`config.mk`:
```
export PLATFORM = sky130hd
export DESIGN_NAME = utf8_validating_decoder_core
export DESIGN_NICKNAME = d
export VERILOG_FILES = /design/src/hw/rtl/utf8vd_pkg.sv /design/src/hw/rtl/utf8_validating_decoder_core.sv
export SDC_FILE = /design/constraint.sdc
export NUM_CORES = 1
export LEC_CHECK = 0
export ABC_AREA = 1
export BUFFER_PORTS_ARGS = -buffer_cell sky130_fd_sc_hd__buf_2
export CAP_MARGIN = 20
export CORE_MARGIN = 1
export CORE_UTILIZATION = 50
export CTS_BUF_LIST = sky130_fd_sc_hd__clkbuf_16
export CTS_CLUSTER_DIAMETER = 120
export CTS_CLUSTER_SIZE = 10
export DETAILED_ROUTE_END_ITERATION = 16
export PLACE_DENSITY = 0.73
export SYNTH_ARGS = -nofsm -noshare
export SYNTH_HDL_FRONTEND = slang
export SYNTH_SLANG_ARGS = --single-unit
```
`constraint.sdc`:
```
create_clock -name clock -period 5.2 [get_ports clock]
set_input_delay 0.26 -clock clock [delete_from_list [all_inputs] [get_ports clock]]
set_output_delay 0.26 -clock clock [all_outputs]
set_load 0.1 [all_outputs]
```
`src/hw/rtl/utf8vd_pkg.sv`:
```
// Shared types and constants for the UTF-8 validating decoder.
package utf8vd_pkg;

   // Code point counter width; the counter saturates at all ones.
   localparam int COUNT_WIDTH = 20;
   // Capacity register width; CMP_WIDTH is wide enough for both the counter and the capacity.
   localparam int CAP_WIDTH   = 20;
   localparam int CMP_WIDTH   = (COUNT_WIDTH > CAP_WIDTH) ? COUNT_WIDTH : CAP_WIDTH;

   // Result queue: depth and index widths.
   localparam int RQ_DEPTH    = 8;
   localparam int RQ_PTR_W    = $clog2(RQ_DEPTH);
   localparam int RQ_CNT_W    = $clog2(RQ_DEPTH + 1);

   // CSR register indexes.
   localparam logic CSR_DECODE_MODE     = 1'b0;
   localparam logic CSR_OUTPUT_CAPACITY = 1'b1;

   // Decode modes.
   localparam logic MODE_STANDARD = 1'b0;
   localparam logic MODE_MODIFIED = 1'b1;

   // Value limits.
   localparam logic [20:0] MAX_CP      = 21'h10FFFF;
   localparam logic [20:0] SURR_LO     = 21'h00D800;
   localparam logic [20:0] SURR_LOW_LO = 21'h00DC00;
   localparam logic [20:0] SURR_HI     = 21'h00DFFF;
   localparam logic [20:0] SUPP_BASE   = 21'h010000;
   localparam logic [20:0] MIN_TWO     = 21'h000080;
   localparam logic [20:0] MIN_THREE   = 21'h000800;

   typedef struct packed {
      logic [20:0] code_point;
      logic        is_summary;
      logic        well_formed;
      logic        truncated;
      logic [19:0] point_count;
      logic        last_result;
   } result_type;

endpackage

```
`src/hw/rtl/utf8_validating_decoder_core.sv`:
```
// UTF-8 / modified UTF-8 validating decoder, one byte per word.
//
// Channel  Dir  Handshake             Payload
// req      in   req_tvalid/tready     tdata[7:0] byte_in, tlast last_byte
// rsp      out  rsp_tvalid/tready     tdata code_point..point_count, tuser is_summary,
//                                     tlast last_result
// csr      in   csr_valid/csr_ready   csr_index register, csr_data value
//
// One byte is taken per clock while req_tready is high. A byte is captured in
// the input register and decoded in the next cycle; its results land in an
// 8-entry result queue that feeds the rsp channel.
// A final byte may produce two results (a code point and the summary); the
// queue keeps room for two results per byte in flight, which sets req_tready.
// Reset (synchronous, active high) restores the default CSRs and an empty text.
// A stalled rsp side only stalls req once the queue runs short of room.
module utf8_validating_decoder_core (
   input  logic        clock,
   input  logic        reset,
   // byte stream
   input  logic        req_tvalid,
   output logic        req_tready,
   input  logic [7:0]  req_tdata,   // [7:0] byte_in
   input  logic        req_tlast,   // last_byte
   // decoded stream
   output logic        rsp_tvalid,
   input  logic        rsp_tready,
   output logic [47:0] rsp_tdata,   // [20:0] code_point, [21] well_formed,
                                    // [22] truncated, [42:23] point_count, rest zero
   output logic        rsp_tuser,   // is_summary
   output logic        rsp_tlast,   // last_result
   // configuration writes
   input  logic        csr_valid,
   output logic        csr_ready,
   input  logic        csr_index,
   input  logic [19:0] csr_data
);

   localparam int CW = utf8vd_pkg::COUNT_WIDTH;
   localparam int MW = utf8vd_pkg::CMP_WIDTH;
   localparam int DEPTH = utf8vd_pkg::RQ_DEPTH;
   localparam int PW = utf8vd_pkg::RQ_PTR_W;
   localparam int NW = utf8vd_pkg::RQ_CNT_W;

   // ---------------- configuration ----------------
   logic        decode_mode_ff;
   logic [19:0] output_capacity_ff;

   assign csr_ready = 1'b1;

   always_ff @(posedge clock) begin
      if (reset) begin
         decode_mode_ff     <= utf8vd_pkg::MODE_STANDARD;
         output_capacity_ff <= 20'hFFFFF;
      end else if (csr_valid) begin
         case (csr_index)
            utf8vd_pkg::CSR_DECODE_MODE:     decode_mode_ff     <= csr_data[0];
            utf8vd_pkg::CSR_OUTPUT_CAPACITY: output_capacity_ff <= csr_data;
            default: ;
         endcase
      end
   end

   // ---------------- input register ----------------
   logic       stage_valid_ff;
   logic [7:0] stage_byte_ff;
   logic       stage_last_ff;
   logic       req_fire;

   // Result queue bookkeeping (declared early, used by ready)
   logic [NW-1:0] rq_count_ff, rq_count_in;
   logic [PW-1:0] rq_wr_ff, rq_rd_ff;
   logic [NW:0]   rq_claim;

   // Room for two results of the byte in the input register and two more.
   assign rq_claim   = (NW+1)'(rq_count_ff) + (stage_valid_ff ? (NW+1)'(2) : (NW+1)'(0));
   assign req_tready = rq_claim <= (NW+1)'(DEPTH - 2);
   assign req_fire   = req_tvalid && req_tready;

   always_ff @(posedge clock) begin
      if (reset) begin
         stage_valid_ff <= 1'b0;
      end else begin
         stage_valid_ff <= req_fire;
      end
   end

   always_ff @(posedge clock) begin
      if (req_fire) begin
         stage_byte_ff <= req_tdata;
         stage_last_ff <= req_tlast;
      end
   end

   // ---------------- decode state ----------------
   logic [1:0]  bytes_pending_ff, bytes_pending_in;
   logic [2:0]  seq_length_ff, seq_length_in;
   logic [20:0] accumulator_ff, accumulator_in;
   logic [9:0]  high_unit_ff, high_unit_in;
   logic        high_valid_ff, high_valid_in;
   logic        error_seen_ff, error_seen_in;
   logic [CW-1:0] emitted_count_ff, emitted_count_in;
   logic        overflowed_ff, overflowed_in;

   utf8vd_pkg::result_type res0, res1;
   logic [1:0] push_n;

   // Single pass over one byte: sequence tracking, unit checks, emit, summary.
   always_comb begin
      logic        unit_done;
      logic [20:0] v;
      logic [20:0] minimum;
      logic        mnull;
      logic        want_emit;
      logic [20:0] emit_cp;
      logic        cp_out;
      logic [MW-1:0] cnt_ext;
      logic [MW-1:0] cap_ext;
      logic [MW-1:0] cnt_after;
      logic [7:0]  b;
      logic        mode;

      b       = stage_byte_ff;
      mode    = decode_mode_ff;

      bytes_pending_in = bytes_pending_ff;
      seq_length_in    = seq_length_ff;
      accumulator_in   = accumulator_ff;
      high_unit_in     = high_unit_ff;
      high_valid_in    = high_valid_ff;
      error_seen_in    = error_seen_ff;
      emitted_count_in = emitted_count_ff;
      overflowed_in    = overflowed_ff;

      unit_done = 1'b0;
      want_emit = 1'b0;
      emit_cp   = '0;
      cp_out    = 1'b0;
      minimum   = '0;
      mnull     = 1'b0;
      v         = '0;
      cnt_ext   = MW'(emitted_count_ff);
      cap_ext   = MW'(output_capacity_ff);
      cnt_after = '0;
      res0      = '0;
      res1      = '0;
      push_n    = 2'd0;

      if (stage_valid_ff && !error_seen_ff) begin
         // sequence tracking
         if (bytes_pending_ff == 2'd0) begin
            if (b[7] == 1'b0) begin
               accumulator_in = {13'd0, b};
               seq_length_in  = 3'd1;
               unit_done      = 1'b1;
            end else if (b[7:5] == 3'b110) begin
               accumulator_in   = {16'd0, b[4:0]};
               seq_length_in    = 3'd2;
               bytes_pending_in = 2'd1;
            end else if (b[7:4] == 4'b1110) begin
               accumulator_in   = {17'd0, b[3:0]};
               seq_length_in    = 3'd3;
               bytes_pending_in = 2'd2;
            end else if (mode == utf8vd_pkg::MODE_STANDARD && b[7:3] == 5'b11110) begin
               accumulator_in   = {18'd0, b[2:0]};
               seq_length_in    = 3'd4;
               bytes_pending_in = 2'd3;
            end else begin
               error_seen_in = 1'b1;
            end
         end else if (b[7:6] != 2'b10) begin
            error_seen_in = 1'b1;
         end else begin
            accumulator_in   = {accumulator_ff[14:0], b[5:0]};
            bytes_pending_in = bytes_pending_ff - 2'd1;
            unit_done        = (bytes_pending_ff == 2'd1);
         end

         // unit checks
         if (unit_done) begin
            v = accumulator_in;
            case (seq_length_in)
               3'd2:    minimum = utf8vd_pkg::MIN_TWO;
               3'd3:    minimum = utf8vd_pkg::MIN_THREE;
               3'd4:    minimum = utf8vd_pkg::SUPP_BASE;
               default: minimum = '0;
            endcase
            // modified mode: C0 80 stands for zero
            mnull = (mode == utf8vd_pkg::MODE_MODIFIED) && (seq_length_in == 3'd2)
                    && (v == '0);
            if ((!mnull && v < minimum) || v > utf8vd_pkg::MAX_CP ||
                (mode == utf8vd_pkg::MODE_STANDARD && v >= utf8vd_pkg::SURR_LO &&
                 v <= utf8vd_pkg::SURR_HI)) begin
               error_seen_in = 1'b1;
            end else if (high_valid_ff) begin
               // pending high surrogate must pair with a low one
               if (v < utf8vd_pkg::SURR_LOW_LO || v > utf8vd_pkg::SURR_HI) begin
                  error_seen_in = 1'b1;
               end else begin
                  high_valid_in = 1'b0;
                  want_emit     = 1'b1;
                  emit_cp       = utf8vd_pkg::SUPP_BASE + {1'b0, high_unit_ff, v[9:0]};
               end
            end else if (v >= utf8vd_pkg::SURR_LO && v < utf8vd_pkg::SURR_LOW_LO) begin
               high_unit_in  = v[9:0];
               high_valid_in = 1'b1;
            end else if (v >= utf8vd_pkg::SURR_LOW_LO && v <= utf8vd_pkg::SURR_HI) begin
               error_seen_in = 1'b1;
            end else begin
               want_emit = 1'b1;
               emit_cp   = v;
            end
         end

         // emit against capacity and counter limit
         if (want_emit) begin
            if (cnt_ext < cap_ext && emitted_count_ff != {CW{1'b1}}) begin
               emitted_count_in = emitted_count_ff + CW'(1);
               cnt_after        = MW'(emitted_count_in);
               cp_out           = 1'b1;
               res0.code_point  = emit_cp;
               res0.is_summary  = 1'b0;
               res0.well_formed = 1'b1;
               res0.truncated   = overflowed_ff;
               res0.point_count = cnt_after[19:0];
               res0.last_result = 1'b0;
            end else begin
               overflowed_in = 1'b1;
            end
         end
      end

      if (stage_valid_ff && stage_last_ff) begin
         // text ends mid-sequence or with an unpaired high surrogate
         if (!error_seen_in && (bytes_pending_in != 2'd0 || high_valid_in)) begin
            error_seen_in = 1'b1;
         end
         cnt_after = MW'(emitted_count_in);
         if (cp_out) begin
            res1.code_point  = '0;
            res1.is_summary  = 1'b1;
            res1.well_formed = !error_seen_in;
            res1.truncated   = overflowed_in;
            res1.point_count = cnt_after[19:0];
            res1.last_result = 1'b1;
            push_n           = 2'd2;
         end else begin
            res0.code_point  = '0;
            res0.is_summary  = 1'b1;
            res0.well_formed = !error_seen_in;
            res0.truncated   = overflowed_in;
            res0.point_count = cnt_after[19:0];
            res0.last_result = 1'b1;
            push_n           = 2'd1;
         end
         // back to an empty text
         bytes_pending_in = '0;
         seq_length_in    = '0;
         accumulator_in   = '0;
         high_unit_in     = '0;
         high_valid_in    = 1'b0;
         error_seen_in    = 1'b0;
         emitted_count_in = '0;
         overflowed_in    = 1'b0;
      end else if (cp_out) begin
         push_n = 2'd1;
      end
   end

   always_ff @(posedge clock) begin
      if (reset) begin
         bytes_pending_ff <= '0;
         seq_length_ff    <= '0;
         accumulator_ff   <= '0;
         high_unit_ff     <= '0;
         high_valid_ff    <= 1'b0;
         error_seen_ff    <= 1'b0;
         emitted_count_ff <= '0;
         overflowed_ff    <= 1'b0;
      end else if (stage_valid_ff) begin
         bytes_pending_ff <= bytes_pending_in;
         seq_length_ff    <= seq_length_in;
         accumulator_ff   <= accumulator_in;
         high_unit_ff     <= high_unit_in;
         high_valid_ff    <= high_valid_in;
         error_seen_ff    <= error_seen_in;
         emitted_count_ff <= emitted_count_in;
         overflowed_ff    <= overflowed_in;
      end
   end

   // ---------------- result queue ----------------
   utf8vd_pkg::result_type rq_mem_ff [DEPTH];
   utf8vd_pkg::result_type rq_head;
   logic rq_pop;

   assign rq_head    = rq_mem_ff[rq_rd_ff];
   assign rsp_tvalid = (rq_count_ff != '0);
   assign rq_pop     = rsp_tvalid && rsp_tready;
   assign rsp_tdata  = {5'd0, rq_head.point_count, rq_head.truncated,
                        rq_head.well_formed, rq_head.code_point};
   assign rsp_tuser  = rq_head.is_summary;
   assign rsp_tlast  = rq_head.last_result;

   assign rq_count_in = rq_count_ff - (rq_pop ? NW'(1) : NW'(0)) + NW'(push_n);

   always_ff @(posedge clock) begin
      if (reset) begin
         rq_count_ff <= '0;
         rq_wr_ff    <= '0;
         rq_rd_ff    <= '0;
      end else begin
         rq_count_ff <= rq_count_in;
         rq_wr_ff    <= rq_wr_ff + PW'(push_n);
         if (rq_pop) begin
            rq_rd_ff <= rq_rd_ff + PW'(1);
         end
      end
   end

   always_ff @(posedge clock) begin
      if (push_n != 2'd0) begin
         rq_mem_ff[rq_wr_ff] <= res0;
      end
      if (push_n == 2'd2) begin
         rq_mem_ff[rq_wr_ff + PW'(1)] <= res1;
      end
   end

   // ---------------- assertions ----------------
   a_rq_no_overfill: assert property (@(posedge clock) disable iff (reset)
      rq_count_ff <= NW'(DEPTH))
      else $error("result queue overfilled");

   a_accept_room: assert property (@(posedge clock) disable iff (reset)
      req_fire |-> (rq_count_ff <= NW'(DEPTH - 2)))
      else $error("byte accepted without queue room");

   a_text_cleared: assert property (@(posedge clock) disable iff (reset)
      stage_valid_ff && stage_last_ff |=>
         (bytes_pending_ff == 2'd0) && !error_seen_ff && !high_valid_ff &&
         (emitted_count_ff == '0) && !overflowed_ff)
      else $error("text state not cleared after final word");

   a_pending_len: assert property (@(posedge clock) disable iff (reset)
      (bytes_pending_ff != 2'd0) |-> (seq_length_ff >= 3'd2))
      else $error("continuation expected outside a multi-byte sequence");

endmodule
```
Yosys cells after proc, flatten, opt, wreduce, memory -nomap -nowiden
Memory sizes are Yosys's and may differ from the RTL's. A register that Yosys moved wholly into a read port is not among the register bits.
Cells that the tools add are included.
Storage, ports and cells
  flip-flop bits (word level): 100
  output and inout bits: 53
  input port bits: 35
  RAM bits: 360
  memories kept: 1
Operators by class
  muxes and demuxes: 103
  reduce and logical (&&, ||, !) cells: 34
  equality and inequality tests: 12
  bitwise gates (word level): 2
  order comparisons: 9
  $add $sub $neg: 9
Memories
  rq_mem_ff: words 8, width 45, read ports 1, clocked after memory_dff 1, wr ports 2, RTL line utf8_validating_decoder_core.sv:292  | utf8vd_pkg::result_type rq_mem_ff [DEPTH];
Operator list (number)
  21-bit 2-to-1 mux: 17
  45-bit 2-to-1 mux: 5
  20-bit 2-to-1 mux: 4
  10-bit 2-to-1 mux: 6
  17-bit one-hot mux with 3 select lines: 1
  24-bit 2-to-1 mux: 2
  1-bit 2-to-1 mux: 47
  21-bit by 16-bit >= comparator with 1-bit output (second input constant): 2
  3-bit 2-to-1 mux: 10
  2-bit 2-to-1 mux: 11
  17-bit by 20-bit adder with 21-bit output (first input constant): 1
  21-bit by 16-bit > comparator with 1-bit output (second input constant): 1
  21-bit > comparator (second input constant): 1
  21-bit by 16-bit less-or-equal comparator with 1-bit output (second input constant): 1
  21-bit logical NOT: 1
  21-bit by 16-bit less-than comparator with 1-bit output (second input constant): 1
  21-bit less-than comparator: 1
  20-bit by 1-bit adder with 20-bit output (second input constant): 1
  20-bit less-than comparator: 1
  20-bit != test (second input constant): 1
  1-bit logical AND: 14
  2-bit nonzero test: 5
  3-bit by 1-bit adder with 3-bit output (second input constant): 2
  3-bit by 2-bit == test with 1-bit output (second input constant): 2
  20 further kinds: 31

Logic depth before layout (Yosys ltp)
Gate-level depths: netlist of run 1.
  depth in word-level cells: 26
  gate-level depth with buffers: 31

Worst setup path after synthesis of run 1
OpenSTA, ideal clock, no wires.
  kind: register -> register
  from: reg bytes_pending_ff[0]
  to: mem rq_mem_ff[2][0] (netlist name), enable pin
  setup slack: 0.667 ns
  period minus slack after synthesis: 4.533 ns
  data required time: 4.803 ns
  arrival time: 4.137 ns
  stages on the path, launching flop included: 25
  path buffers: 4
  setup time: 0.397 ns
  cell sequence: dfxtp_1 -> inv_1 -> ha_1 -> inv_1 -> clkbuf_1 -> nand2_1 -> nand2_1 -> nand3_1 -> ha_1 -> nand2_1 -> nand2_1 -> nand2_1 -> nand3_1 -> nand4_4 -> nor2_8 -> nand2_4 -> buf_6 -> buf_12 -> ha_1 -> nor2_1 -> inv_1 -> nor2_1 -> inv_1 -> nand2_1 -> clkbuf_1
RTL lines
  start, declared: RTL line utf8_validating_decoder_core.sv:95  | logic [1:0] bytes_pending_ff, bytes_pending_in;
  start signal, assigned: RTL line utf8_validating_decoder_core.sv:280  | bytes_pending_ff <= bytes_pending_in;
  end, declared: RTL line utf8_validating_decoder_core.sv:292

Worst setup path in the final report of run 1
  from: reg stage_byte_ff[7]
  to: reg rq_count_ff[3]
On the way
  cells in the longest elaborated chain, start to end: 24
  elaborated cells on any way between the ends: 60
Ends and longest elaborated chain
  start, declared: RTL line utf8_validating_decoder_core.sv:65  | logic [7:0] stage_byte_ff;
  start signal, assigned: RTL line utf8_validating_decoder_core.sv:89  | stage_byte_ff <= req_tdata;
  5-bit == test: RTL line utf8_validating_decoder_core.sv:163  | end else if (mode == utf8vd_pkg::MODE_STANDARD && b[7:3] == 5'b11110) begin
  1-bit logical AND: RTL line utf8_validating_decoder_core.sv:163
  3-bit 2-to-1 mux: RTL line utf8_validating_decoder_core.sv:163
  3-bit 2-to-1 mux: RTL line utf8_validating_decoder_core.sv:159  | end else if (b[7:4] == 4'b1110) begin
  3-bit 2-to-1 mux: RTL line utf8_validating_decoder_core.sv:155  | end else if (b[7:5] == 3'b110) begin
  3-bit 2-to-1 mux: RTL line utf8_validating_decoder_core.sv:151  | if (b[7] == 1'b0) begin
  3-bit 2-to-1 mux: RTL line utf8_validating_decoder_core.sv:150  | if (bytes_pending_ff == 2'd0) begin
  3-bit 2-to-1 mux: RTL line utf8_validating_decoder_core.sv:148  | if (stage_valid_ff && !error_seen_ff) begin
  (+8 left out)
  1-bit 2-to-1 mux: RTL line utf8_validating_decoder_core.sv:190  | if ((!mnull && v < minimum) || v > utf8vd_pkg::MAX_CP ||
  1-bit 2-to-1 mux *: RTL line utf8_validating_decoder_core.sv:179  | if (unit_done) begin
  1-bit 2-to-1 mux *: RTL line utf8_validating_decoder_core.sv:148
  1-bit 2-to-1 mux *: RTL line utf8_validating_decoder_core.sv:215  | if (want_emit) begin
  1-bit 2-to-1 mux *: RTL line utf8_validating_decoder_core.sv:148
  1-bit 2-to-1 mux / 2-bit 2-to-1 mux (equally long branches): RTL line utf8_validating_decoder_core.sv:264, utf8_validating_decoder_core.sv:238
  2-bit 2-to-1 mux *: RTL line utf8_validating_decoder_core.sv:232  | if (stage_valid_ff && stage_last_ff) begin
  4-bit by 2-bit adder with 4-bit output *: RTL line utf8_validating_decoder_core.sv:304  | assign rq_count_in = rq_count_ff - (rq_pop ? NW'(1) : NW'(0)) + NW'(push_n);
  end signal, assigned: RTL line utf8_validating_decoder_core.sv:312  | rq_count_ff <= rq_count_in;
  end, declared: RTL line utf8_validating_decoder_core.sv:70  | logic [NW-1:0] rq_count_ff, rq_count_in;
Every way passes the cells marked *; elsewhere a longest branch is shown, timed or not. The select of a mux whose other input is x is not followed.
A chain may end at the register's enable or synchronous reset.

==> results of run 1 <==
## flip-flops by register name, summed over array words and instances, names as in the netlist, named ones only
| register | flops |
|---|---|
| rq_mem_ff | 352 |
| accumulator_ff | 21 |
| emitted_count_ff | 20 |
| output_capacity_ff | 20 |
| high_unit_ff | 10 |
| stage_byte_ff | 8 |
| rq_count_ff | 4 |
| rq_rd_ff | 3 |
| rq_wr_ff | 3 |
| seq_length_ff | 3 |
| bytes_pending_ff | 2 |
| decode_mode_ff | 1 |
| error_seen_ff | 1 |
| high_valid_ff | 1 |
| overflowed_ff | 1 |
| stage_last_ff | 1 |
| stage_valid_ff | 1 |
## cells by family (layout without fill, tap and decap cells)
| family | count (synthesis) | after routing | share of synthesized area, % |
|---|---|---|---|
| flip-flops | 455 | 455 | 47.0 |
| buffers and inverters | 478 | 497 | 8.17 |
| AO/OA/AOI/OAI | 695 | 695 | 16.3 |
| AND/OR/NAND/NOR | 1396 | 1396 | 25.6 |
| XOR/XNOR | 15 | 15 | 0.559 |
| other | 2 | 6 | 0.0320 |
| adder cells (fa/ha/maj) | 43 | 43 | 2.35 |
## where the power goes
group | internal (mW) | switching (mW)
Sequential | 4.00 | 0.249
Combinational | 0.964 | 3.63
Clock | 1.75 | 1.44
Total | 6.72 | 5.32
## synthesized netlist by cell type (8+ instances only)
cell type,n,area share [%]
nor2_1,303,4.8
o21ai_1,34,0.72
clkbuf_1,171,2.7
dfxtp_1,262,22
nand4_1,9,0.24
clkinv_1,9,0.14
buf_4,18,0.57
nor3_1,13,0.28
a31oi_1,44,1.2
buf_2,8,0.17
o21ai_2,18,0.67
buf_1,19,0.30
a21oi_1,142,3.0
nor2_2,9,0.24
o211ai_1,22,0.70
o22ai_1,108,2.9
xor2_1,14,0.52
nand3_1,359,7.6
nand2_2,18,0.48
nand2_1,658,11
ha_1,41,2.2
edfxtp_1,193,25
inv_1,242,3.9
o21ai_0,313,6.7
## area by class of cell
cell class / instances / area [um2]
flip-flops and latches: 455 / 11000
inverters: 257 / 970
well taps: 607 / 759
fillers: 4243 / 20400
clock inverters: 15 / 128
multi-input cells: 2155 / 10600
repair buffers: 174 / 1250
clock buffers: 51 / 1280
## path summary, 6_finish.rpt
kind	slack, ns	end	startpoint	cells past startpoint
max	0.58	rq_count_ff[3]	stage_byte_ff[7]	26
min	0.12	rq_rd_ff[0]	rsp_tready	4
min reg2reg	0.46	accumulator_ff[9]	accumulator_ff[9]	2
max reg2reg	0.58	rq_count_ff[3]	stage_byte_ff[7]	26
## routing by layer
| layer | global-route usage, % | routed length [um] |
|---|---|---|
| met4 | 13.9 | 2890 |
| met2 | 48.0 | 32800 |
| met1 | 40.4 | 29800 |
| met5 | 0 | 0 |
| met3 | 5.86 | 7330 |
## tightest hold or removal path: cells and delay by family
family,cells,cell delay [ns]
compound gates,1,0.08
buf+inv,2,0.23
simple gates,1,0.10
## through the flow
stage	cells	setup WS (ns)	util, %
floorplan	3088	0.667	-
global route	3714	0.102	56.1
CTS	3712	0.633	56.0
finish	3714	0.576	56.1
detailed placement	3612	0.648	52.3
global placement	3612	0.808	52.3
==> results.py, run 1 <==
metrics = {
    "sta": {
        "maxSlewViolCount": 0,
        "finalClockSkew_ns": 0.0249,
        "rsz0062_at_grt": "no",
        "setup_viol": 0,
        "final.period_utilization_pct": 88.9,
        "timing.fmax_mhz": 216,
        "slew-limit-headroom_pct": 23.4,
        "whs_ns": 0.121,
        "worst_slew_pin_slew_ns": 1.15,
        "finalSetupTns_ns": 0,
        "hold_viol_final": 0,
        "fin_crit_ns": 4.62,
    },
    "clock_network": {
        "cts_max_level": 2,
        "numCtsBuffers": 51,
        "hold_buffers": 34,
        "clk_latency_ns": 0.63,
        "cts_setup_buffers": 0,
        "cts.repair.resized": 0,
        "cts_tree": "yes",
        "clockBufferDepth": 3,
        "cts_sinks": 455,
        "clk_pin_slew_ns": 0.05,
        "cts-root-buf": "clkbuf_16",
    },
    "worst_setup_path": {
        "cpMostUsedCell": "nand2_1",
        "endpoint_kind": "register",
        "cpPeakStageDelay_ns": 0.63,
        "arrival_ns": 5.16,
        "worst_setup_path_start_kind": "register",
        "path_max_fanout": 12,
        "cp_top_family": "simple AND/OR/NAND/NOR gates",
        "criticalPathCategory": "register to register",
        "worst_path_max_delay_cell": "nor2_1",
        "cp.required_ns": 5.74,
        "crit_buf_inv": 4,
    },
    "route": {
        "drt_iter0_drc": 2378,
        "antenna_left": 0,
        "wl_um": 72800,
        "vias_per_cell": 5.95,
        "num_vias": 22114,
        "wl_per_cell_um": 19.6,
        "dr.pass1.iters": 7,
        "remaining_drc_errors": 0,
    },
    "power": {
        "p_leak_nw": 11.7,
        "peakVddDrop_uv": 513,
        "power.density_nw_per_um2": 462,
        "p_total_mw": 12.0,
    },
    "synthesis": {
        "synth-seq-cells": 455,
        "synthFlopType": "dfxtp_1",
        "synth_edf_count": 193,
        "synth_cell_types": 49,
        "synth_area_um2": 23500,
        "netlist_instances": 3084,
        "yosys_warnings": 0,
        "synthArstFlopShare_pct": 0,
        "avgSynthCellArea_um2": 7.62,
        "ys_seq_area_share_pct": 47.0,
    },
    "die": {
        "die_h_um": 219,
        "die_area_um2": 47900,
        "start_util_pct": 50.6,
        "rows": 79,
        "io_pins": 88,
        "design.core.area_um2": 46500,
        "dieWidth_um": 219,
    },
    "finish": {
        "design_area_um2": 26000,
        "layout.nets": 3172,
        "drive_gt1_share_pct": 9.24,
        "final_common_cell": "nand2_1",
        "syn_to_final_growth_pct": 10.8,
        "mostFrequentLayoutCells": "nand2_1 (653), nand3_1 (359), o21ai_0 (313)",
        "antenna-diode-count": 0,
    },
    "grt": {
        "grt_pass1_vias": 20945,
        "grt_pass1_wl_um": 114000,
        "overflow": 0,
        "track_usage_pct": 30.5,
        "grt_max_degree": 137,
        "antenna_found_initial": 0,
    },
    "min_path": {
        "hp-class": "primary input to register",
    },
    "placed_design": {
        "place_congestion": 0.878,
        "io_buffers": 81,
        "place_area_um2": 24300,
        "dp_hpwl_um": 44100,
    },
    "outcome": {
        "outcome": "completed",
    },
    "job": {
        "max-cap-violations": 0,
    },
}
Note: power is estimated with default switching activity, not from simulation.
==> inputs of run 2 (changes only) <==
==> constraint.sdc (replaced) <==
create_clock -name clock -period 5.6 [get_ports clock]
set_input_delay 0.28 -clock clock [delete_from_list [all_inputs] [get_ports clock]]
set_output_delay 0.28 -clock clock [all_outputs]
set_load 0.1 [all_outputs]
==> results.py, run 2 (synthesis results as in run 1) <==
metrics = {
    "sta": {
        "setup_slack_ns": 0.669,
        "finalSetupTns_ns": 0,
        "worst_slew_pin_slew_ns": 1.13,
        "timing.fmax_mhz": 203,
        "fin_crit_ns": 4.93,
        "setup_viol": 0,
        "slew-limit-headroom_pct": 25.0,
        "finalClockSkew_ns": 0.0126,
        "rsz0062_at_grt": "no",
        "final.period_utilization_pct": 88.1,
        "hold_viol_final": 0,
        "maxSlewViolCount": 0,
    },
    "placed_design": {
        "dp_hpwl_um": 44500,
        "place_area_um2": 24300,
        "dp.cells": 3614,
        "pre_cts_ws_ns": 0.737,
        "place_congestion": 0.897,
        "io_buffers": 81,
    },
    "clock_network": {
        "cts_max_level": 2,
        "cts_sinks": 455,
        "cts_setup_buffers": 0,
        "numCtsBuffers": 51,
        "cts-root-buf": "clkbuf_16",
        "clk_latency_ns": 0.62,
        "cts_tree": "yes",
        "clk_pin_slew_ns": 0.06,
        "clockBufferDepth": 3,
    },
    "finish": {
        "final_cell_count_no_fill": 3717,
        "largestRegisters": "rq_mem_ff x352, accumulator_ff x21",
        "regArea_um2": 11000,
        "mostFrequentLayoutCells": "nand2_1 (653), nand3_1 (359), o21ai_0 (313)",
        "largest_reg_flops": 352,
        "design_area_um2": 26000,
        "fillers": 4222,
        "layout.nets": 3172,
        "largest_register": "rq_mem_ff",
        "multi_input_comb_area_um2": 10600,
        "drive_gt1_share_pct": 9.26,
        "syn_to_final_growth_pct": 10.7,
        "antenna-diode-count": 0,
        "final_common_cell": "nand2_1",
    },
    "min_path": {
        "hold_path.startpoint": "csr_index",
        "hold_path_depth": 5,
        "hp-class": "primary input to register",
        "hold-path-endpoint": "decode_mode_ff",
    },
    "worst_setup_path": {
        "worst_setup_path_start_kind": "register",
        "criticalPathCategory": "register to register",
        "arrival_ns": 5.24,
        "rr_worst_depth": 24,
        "cp.required_ns": 5.91,
        "reg2reg_from": "bytes_pending_ff[0]",
        "r2r_slack_ns": 0.67,
        "reg2reg_to": "rq_mem_ff[0][9]",
        "path_max_fanout": 44,
        "endpoint_kind": "register",
    },
    "job": {
        "max-cap-violations": 0,
    },
    "die": {
        "start_util_pct": 50.6,
        "die_area_um2": 47900,
        "dieWidth_um": 219,
        "design.core.area_um2": 46500,
        "rows": 79,
        "io_pins": 88,
        "die_h_um": 219,
    },
    "route": {
        "dr.pass1.iters": 7,
        "wl_per_cell_um": 19.8,
        "remaining_drc_errors": 0,
        "drt_iter0_drc": 2761,
        "num_vias": 22147,
        "vias_per_cell": 5.96,
        "wl_um": 73800,
        "antenna_left": 0,
    },
    "grt": {
        "grt_use_met2_pct": 48.4,
        "globalRoute.busiestLayer": "met2",
        "overflow": 0,
        "met3_usage_pct": 6.60,
        "met1_usage_pct": 40.6,
        "antenna_found_initial": 1,
        "grt_max_degree": 117,
        "grt_pass1_wl_um": 114000,
        "track_usage_pct": 30.6,
        "grt_pass1_vias": 20904,
    },
    "outcome": {
        "outcome": "completed",
    },
    "power": {
        "p_leak_nw": 11.7,
        "power.density_nw_per_um2": 431,
        "peakVddDrop_uv": 498,
        "p_total_mw": 11.2,
    },
}
## run 2: where the power goes
group          leakage [nW]  total (mW)  internal [mW]  switching (mW)
clock network         0.727        2.97           1.62            1.34
logic                  6.84        4.31          0.908            3.40
registers              4.18        3.93           3.72           0.212
total                  11.7        11.2           6.25            4.96
## run 2: what timing repair did
action                                 4_1_cts  5_1_grt
gates resized for setup                      0        0
hold buffers                                33        0
endpoints found under the hold margin       31        0
setup endpoints to repair                    0        0
## run 2: per-stage QoR
stage	hold slack (ns)	utilization [%]
6_report	0.0272	56.0
5_1_grt	0.0408	56.0
4_1_cts	0.00494	56.0
3_5_place_dp	0.447	52.3
3_3_place_gp	0.440	52.3
2_1_floorplan	0.379	-
## run 2: area by class of cell
class                      instances  area share (%)
clock buffer                      51            4.90
clock inverter                    18           0.418
tap                              607            2.92
sequential                       455            42.5
multi-input combinational       2155            40.8
timing repair buffer             174            4.82
inverter                         257            3.73
## run 2: critical path, cell delays in order (launching register included)
cell	delay, ns
dfxtp_1	0.34
inv_1	0.07
ha_1	0.33
inv_1	0.37
nand2_2	0.31
nand2_1	0.12
o21ai_0	0.08
nor2_1	0.24
inv_1	0.13
nor2_1	0.18
nand4_1	0.10
clkinv_1	0.06
nand2_1	0.06
nand2_1	0.12
nand4_4	0.17
nor2_8	0.18
nand2_4	0.14
ha_1	0.27
nor2_1	0.10
inv_1	0.11
nor2_2	0.14
clkinv_1	0.06
buf_4	0.27
nand2_1	0.40
buf_12	0.24
## run 2: worst max-delay path by stage
stage | startpoint | end | slack, ns | cells after the start
floorplan | bytes_pending_ff[0] | rq_mem_ff[2][0] | 1.07 | 24
global placement | bytes_pending_ff[0] | rq_mem_ff[0][4] | 0.91 | 24
detailed placement | bytes_pending_ff[0] | rq_mem_ff[0][9] | 0.74 | 24
CTS | bytes_pending_ff[0] | rq_mem_ff[0][14] | 0.72 | 24
global route | bytes_pending_ff[0] | rq_mem_ff[0][9] | 0.23 | 24
finish | bytes_pending_ff[0] | rq_mem_ff[0][9] | 0.67 | 24
## run 2: routing by layer
metal  up-vias  wire [um]
li1      10405          -
met1     10296      29300
met2      1222      33400
met3       222       8260
met4         2       2760
met5         -         13
